`src/rtl/core/interpolated_complex_screened_sum_macros.svh`:
```
// ----------------------------------------------------------------------------
// interpolated complex screened sum assertion macros
// concurrent assertion forms used by the core controller
// ----------------------------------------------------------------------------
`ifndef INTERPOLATED_COMPLEX_SCREENED_SUM_MACROS_SVH
`define INTERPOLATED_COMPLEX_SCREENED_SUM_MACROS_SVH

// same-cycle implication, disabled during reset
`define ICSS_ASSERT_SAME(label, clk, rst_n, ante, cons) \
    label: assert property (@(posedge clk) disable iff (!rst_n) (ante) |-> (cons)) \
        else $error("icss assertion failed");

// next-cycle implication, disabled during reset
`define ICSS_ASSERT_NEXT(label, clk, rst_n, ante, cons) \
    label: assert property (@(posedge clk) disable iff (!rst_n) (ante) |=> (cons)) \
        else $error("icss assertion failed");

`endif

```
`src/rtl/core/icss_pkg.sv`:
```
// ----------------------------------------------------------------------------
// icss package
// shared types, codes and saturating helpers of the screened sum core
// ----------------------------------------------------------------------------
`timescale 1ns / 1ps

package icss_pkg;

    localparam int EVAL_POINTS_DEF = 16;
    localparam int CFG_IDX_W = 2;
    localparam int CFG_DATA_W = 32;
    localparam int PT_W = 4;

    localparam logic [CFG_IDX_W-1:0] CFG_WEIGHT_LOW = 2'd0;
    localparam logic [CFG_IDX_W-1:0] CFG_WEIGHT_HIGH = 2'd1;
    localparam logic [CFG_IDX_W-1:0] CFG_OCCUPANCY = 2'd2;

    localparam logic signed [63:0] SAT_MAX = 64'sh7FFF_FFFF_FFFF_FFFF;
    localparam logic signed [63:0] SAT_MIN = 64'sh8000_0000_0000_0000;

    // micro-steps of one item, each one fixed-point multiply
    typedef enum logic [3:0] {
        ST_ELR_WL, ST_EHR_WH, ST_ELI_WL, ST_EHI_WH,
        ST_MR_BLR, ST_NMI_BLI, ST_MR_BLI, ST_NMI_BLR,
        ST_NR_TR, ST_NI_TI, ST_NR_TI, ST_NI_TR,
        ST_COL_RE, ST_COL_IM, ST_SUM_RE, ST_SUM_IM
    } t_step;

    typedef struct packed {
        logic  mul_start;
        t_step step;
        logic  col_upd;
        logic  tot_rd;
        logic  tot_wr;
        logic  emit;
        logic  clr_wr;
    } t_cmd;

    typedef struct packed {
        logic mul_done;
        logic col_end;
        logic sum_end;
        logic clr_last;
    } t_sts;

    function automatic logic signed [63:0] sat_add(input logic signed [63:0] a,
                                                   input logic signed [63:0] b);
        logic signed [63:0] s;
        s = a + b;
        if ((a[63] == b[63]) && (s[63] != a[63])) begin
            return a[63] ? SAT_MIN : SAT_MAX;
        end
        return s;
    endfunction

    function automatic logic signed [63:0] sat_sub(input logic signed [63:0] a,
                                                   input logic signed [63:0] b);
        logic signed [63:0] s;
        s = a - b;
        if ((a[63] != b[63]) && (s[63] != a[63])) begin
            return a[63] ? SAT_MIN : SAT_MAX;
        end
        return s;
    endfunction

endpackage

```
`src/rtl/core/icss_ctrl.sv`:
```
// ----------------------------------------------------------------------------
// icss controller
// sequences the clearing pass, the multiply micro-steps, the total update
// and the result hand-off
// ----------------------------------------------------------------------------
`timescale 1ns / 1ps

module icss_ctrl (
    input  logic           i_clk,
    input  logic           i_rst_n,
    input  icss_pkg::t_sts i_sts,
    output icss_pkg::t_cmd o_cmd,
    input  logic           i_in_valid,
    output logic           o_in_ready,
    output logic           o_load,
    output logic           o_out_valid,
    input  logic           i_out_ready
);
    import icss_pkg::*;
    `include "interpolated_complex_screened_sum_macros.svh"

    typedef enum logic [2:0] {
        S_CLEAR, S_IDLE, S_MUL_GO, S_MUL_WAIT, S_COL_UPD, S_TOT_RD, S_TOT_WR, S_EMIT
    } t_state;

    t_state r_state;
    t_step  r_step;
    logic   r_out_valid;
    logic   emit_ok;

    assign emit_ok    = !r_out_valid || i_out_ready;
    assign o_in_ready = r_state == S_IDLE;
    assign o_load     = (r_state == S_IDLE) && i_in_valid;

    always_comb begin
        o_cmd           = '0;
        o_cmd.step      = r_step;
        o_cmd.mul_start = r_state == S_MUL_GO;
        o_cmd.col_upd   = r_state == S_COL_UPD;
        o_cmd.tot_rd    = r_state == S_TOT_RD;
        o_cmd.tot_wr    = r_state == S_TOT_WR;
        o_cmd.emit      = (r_state == S_EMIT) && emit_ok;
        o_cmd.clr_wr    = r_state == S_CLEAR;
    end

    always_ff @(posedge i_clk) begin
        if (!i_rst_n) begin
            r_state     <= S_CLEAR;
            r_step      <= ST_ELR_WL;
            r_out_valid <= 1'b0;
        end else begin
            // a new result replaces the one leaving in the same cycle
            if (o_cmd.emit) begin
                r_out_valid <= 1'b1;
            end else if (i_out_ready) begin
                r_out_valid <= 1'b0;
            end
            case (r_state)
                S_CLEAR: begin
                    if (i_sts.clr_last) begin
                        r_state <= S_IDLE;
                    end
                end
                S_IDLE: begin
                    if (i_in_valid) begin
                        r_step  <= ST_ELR_WL;
                        r_state <= S_MUL_GO;
                    end
                end
                S_MUL_GO: begin
                    r_state <= S_MUL_WAIT;
                end
                S_MUL_WAIT: begin
                    if (i_sts.mul_done) begin
                        case (r_step)
                            ST_NI_TR:  r_state <= S_COL_UPD;
                            ST_COL_IM: begin
                                if (i_sts.sum_end) begin
                                    r_step  <= ST_SUM_RE;
                                    r_state <= S_MUL_GO;
                                end else begin
                                    r_state <= S_IDLE;
                                end
                            end
                            ST_SUM_IM: r_state <= S_TOT_RD;
                            default: begin
                                r_step  <= t_step'(r_step + 4'd1);
                                r_state <= S_MUL_GO;
                            end
                        endcase
                    end
                end
                S_COL_UPD: begin
                    if (i_sts.col_end || i_sts.sum_end) begin
                        r_step  <= ST_COL_RE;
                        r_state <= S_MUL_GO;
                    end else begin
                        r_state <= S_IDLE;
                    end
                end
                S_TOT_RD: r_state <= S_TOT_WR;
                S_TOT_WR: r_state <= S_EMIT;
                S_EMIT: begin
                    if (emit_ok) begin
                        r_state <= S_IDLE;
                    end
                end
                default: r_state <= S_IDLE;
            endcase
        end
    end

    assign o_out_valid = r_out_valid;

    `ICSS_ASSERT_SAME(a_emit_slot_free, i_clk, i_rst_n, o_cmd.emit, (!r_out_valid || i_out_ready))
    `ICSS_ASSERT_NEXT(a_emit_sets_valid, i_clk, i_rst_n, o_cmd.emit, r_out_valid)
    `ICSS_ASSERT_SAME(a_done_when_waiting, i_clk, i_rst_n, i_sts.mul_done, (r_state == S_MUL_WAIT))
    `ICSS_ASSERT_NEXT(a_start_then_wait, i_clk, i_rst_n, o_cmd.mul_start, (r_state == S_MUL_WAIT))

endmodule

```
`config.mk`:
```
export PLATFORM = sky130hd
export DESIGN_NAME = icss_ctrl
export DESIGN_NICKNAME = d
export VERILOG_FILES = /design/src/rtl/core/icss_pkg.sv /design/src/rtl/core/icss_ctrl.sv
export VERILOG_INCLUDE_DIRS = /design/src /design/src/rtl/core
export SDC_FILE = /design/constraint.sdc
export NUM_CORES = 1
export LEC_CHECK = 0
export BUFFER_PORTS_ARGS = -buffer_cell sky130_fd_sc_hd__buf_2
export CORE_MARGIN = 8
export CORE_UTILIZATION = 40
export CTS_CLUSTER_SIZE = 10
export DETAILED_ROUTE_END_ITERATION = 16
export PLACE_DENSITY = 0.66
export REMOVE_ABC_BUFFERS = 1
export SLEW_MARGIN = 10
export SYNTH_ARGS = -nofsm -noshare
export SYNTH_HDL_FRONTEND = slang
export SYNTH_SLANG_ARGS = --single-unit
```
`constraint.sdc`:
```
create_clock -name i_clk -period 2.1 [get_ports i_clk]
set_input_delay 0.42 -clock i_clk [delete_from_list [all_inputs] [get_ports i_clk]]
set_output_delay 0.42 -clock i_clk [all_outputs]
set_load 0.02 [all_outputs]
```
==> key figures <==
Hold path
  • Hold path cells: 3
  • Min-Delay Path Class: input port to flip-flop
  • Hold Path Sink: r_state[0]
  • Hold path start: i_rst_n

Run
  • Maximum Capacitance Violations: 0

Timing
  • Final worst slack: 0.2049 ns
  • RSZ-0062 raised after global routing: false
  • Max_slew headroom: 0.6863
  • Minimum clock period: 1.895 ns
  • Final Cycle Share: 0.9024
  • Worst Max-Slew Pin Slew: 0.4700 ns
  • Final TNS setup: 0 ns
  • Final setup fails: 0
  • Final Hold Viols: 0
  • Max Fclk: 527.7 MHz
  • Clk_skew: 0.008842 ns
  • Final Slew Violations: 0

Power
  • Leakage: 0.3367 nW
  • Combinational power share: 0.229
  • Peak supply drop: 0.2907 mV
  • Sw Pwr: 0.1361 mW
  • Clock network fraction of total power: 0.320
  • Seq pwr share: 0.451
  • Sw Ratio: 0.3389
  • Pwr per Cell Area: 542.3 nW/um2
  • Power Internal: 0.2656 mW

Yosys
  • Synth area leaders: dfxtp_1, a21oi_1, nand2b_1
  • Register area share after synthesis: 0.2586
  • Syn_area_per_cell: 7.840 um2
  • Number of synthesized register bits: 8
  • Post-synth top area share: 0.2586
  • Cells after Synth: 79
  • Synth top cells by count: a21oi_1, dfxtp_1
  • Post-synthesis cell type count: 35
  • Top_reg_cell synth: dfxtp_1
  • YS warnings: 0
  • Mapped Area: 619.3 um2
  • Number of flops mapped to enable cells by yosys: 0
  • Post-synth top area cell: dfxtp_1
  • Asr flop ratio synth: 0

Floorplanning
  • # IOs: 21
  • Num rows: 14
  • Initial Util: 0.4209
  • Full die area: 3064 um2
  • Die height: 55.35 um
  • Core ar.: 1471 um2
  • Die Span X: 55.35 um

Cells and area
  • Area of the multi-input gates: 422.9 um2
  • Share of cells above drive strength 1: 0.2959
  • Layout area overhead: 19.60%
  • Ant. Diodes: 0
  • Final core occ: 0.5034
  • Fillers: 152
  • Register area: 160.2 um2
  • Nets: 110

GRT
  • Number of global-route vias before repair: 625
  • Gr ovfl total: 0
  • Pin count of the biggest net entering global routing: 15
  • Total Routing Usage GR: 0.1070
  • First-pass GRT wire length: 2766 um
  • Antenna violations before repair: 0

Placement
  • Final HPWL DP: 1186 um
  • RD Place Congestion: 0.8339
  • Pre-CTS setup slack: 0.3507 ns
  • Port-buffer cells: 20

Route
  • Routed WL per cell: 14.18 um
  • Routed Antenna Nets: 0
  • Routed Wire Length: 1617 um
  • Routed vias: 663
  • DRT iter0 DRCs: 34
  • TritonRoute pass-1 iters: 4
  • Via density: 5.816
  • DR DRC count: 0

Clocking
  • Clk sinks: 8
  • Hold_buf cts: 0
  • Post_cts resized: 0
  • CTS max path bufs: 2
  • CTS root buf: clkbuf_4
  • CTS clk-pin slew, worst paths: 0.07 ns
  • Setup Buffers After CTS: 0
  • CTS tree: built
  • Worst skew pair latency: 0.26 ns
  • CTS buffer count: 3
  • H-tree depth: 1

Setup path
  • R2r endpoint: r_step[1]
  • Crit Path Max Fanout: 14
  • Kind of critical path: flip-flop to primary output
  • CP arrival: 1.48 ns
  • R2R Path Start: r_step[1]
  • Worst EP required: 1.68 ns
  • Critical Path Sink Type: primary output
  • R2R cell count: 6
  • R2R Setup Slk: 0.33 ns
  • Critical Path Source Type: flip-flop

Run status
  • Status: completed
power groups by stage:
stage | clock (mW) | combinational [mW] | sequential, mW
finish | 0.129 | 0.0918 | 0.181
global route | 0.139 | 0.101 | 0.184
CTS | 0.125 | 0.0916 | 0.181
detailed placement | 0 | 0.0909 | 0.184
global placement | 0 | 0.0909 | 0.185
floorplan | 0 | 0.0567 | 0.183
metrics by stage:
step	cell area (um2)	power, mW	hold WS, ns	instances
after floorplan	590.6	0.2398	0.5464	74
after global placement	718.2	0.2756	0.5056	111
after detailed placement	718.2	0.2753	0.5259	111
after CTS	740.7	0.3975	0.4130	114
after global routing	740.7	0.4246	0.4232	114
final	740.7	0.4017	0.4050	114
how the worst max path moves through the flow:
stage	startpoint	endpoint	slack (ns)	depth (start not counted)
CTS	r_state[0]	o_load	0.23	4
global placement	r_step[1]	r_step[1]	0.40	6
global route	r_state[0]	o_load	0.03	4
finish	r_state[0]	o_load	0.20	4
floorplan	r_step[1]	r_step[1]	0.30	6
detailed placement	r_step[1]	r_step[1]	0.35	6
metal layers:
layer | GRT usage | up-vias | part of all wire | wire length, um
met5 | 0 | - | 0 | 0
met4 | 0.05282 | 0 | 0.015 | 24
met3 | 0.02968 | 4 | 0.063 | 102
met2 | 0.1667 | 25 | 0.46 | 748
met1 | 0.1303 | 303 | 0.46 | 741
li1 | - | 331 | - | -
area by class of cell:
type                    instances  share of cell area
inverters                       2             0.01014
clock buffers                   3             0.03041
repair buffers                 21              0.1453
flip-flops and latches          8              0.2162
multi-input cells              64              0.5709
well taps                      16             0.02703
sequential cells by signal, indices dropped and copies added (netlist names):
signal / cells
r_state: 3
o_out_valid: 1
r_step: 4
placed cells by master, fill, tap and decap left out, drive strengths merged:
master | netlist | layout
buf | 2 | 21
a21oi | 8 | 8
dfxtp | 8 | 8
nand3 | 5 | 5
nand2b | 5 | 5
nor2 | 5 | 5
o21ai | 5 | 5
nand2 | 4 | 4
nor2b | 3 | 3
o2111ai | 3 | 3
clkbuf | 3 | 3
nor3b | 3 | 3
inv | 2 | 2
or2 | 2 | 2
o211ai | 2 | 2
o211a | 2 | 2
ha | 2 | 2
nor3 | 1 | 1
and2 | 1 | 1
mux2 | 1 | 1
a22o | 1 | 1
nand3b | 1 | 1
mux2i | 1 | 1
and3b | 1 | 1
a21boi | 1 | 1
nand4 | 1 | 1
o22ai | 1 | 1
o41ai | 1 | 1
a41oi | 1 | 1
xnor2 | 1 | 1
a22oi | 1 | 1
or4 | 1 | 1
cells by family after synthesis:
| kind of cell | Yosys count | synth area share |
|---|---|---|
| AND/OR/NAND/NOR | 33 | 0.3131 |
| AO/OA/AOI/OAI | 26 | 0.2808 |
| flip-flops | 8 | 0.2586 |
| buffers and inverters | 7 | 0.05858 |
| multiplexers | 2 | 0.03434 |
| adder cells (fa/ha/maj) | 2 | 0.04040 |
| XOR/XNOR | 1 | 0.01414 |
worst max-delay path, stage by stage (launching register included):
cell	delay, ns
dfxtp_1	0.60
nand2b_1	0.19
nor2_1	0.14
and2_1	0.13
buf_2	0.15
Note: power is estimated with default switching activity, not from simulation.
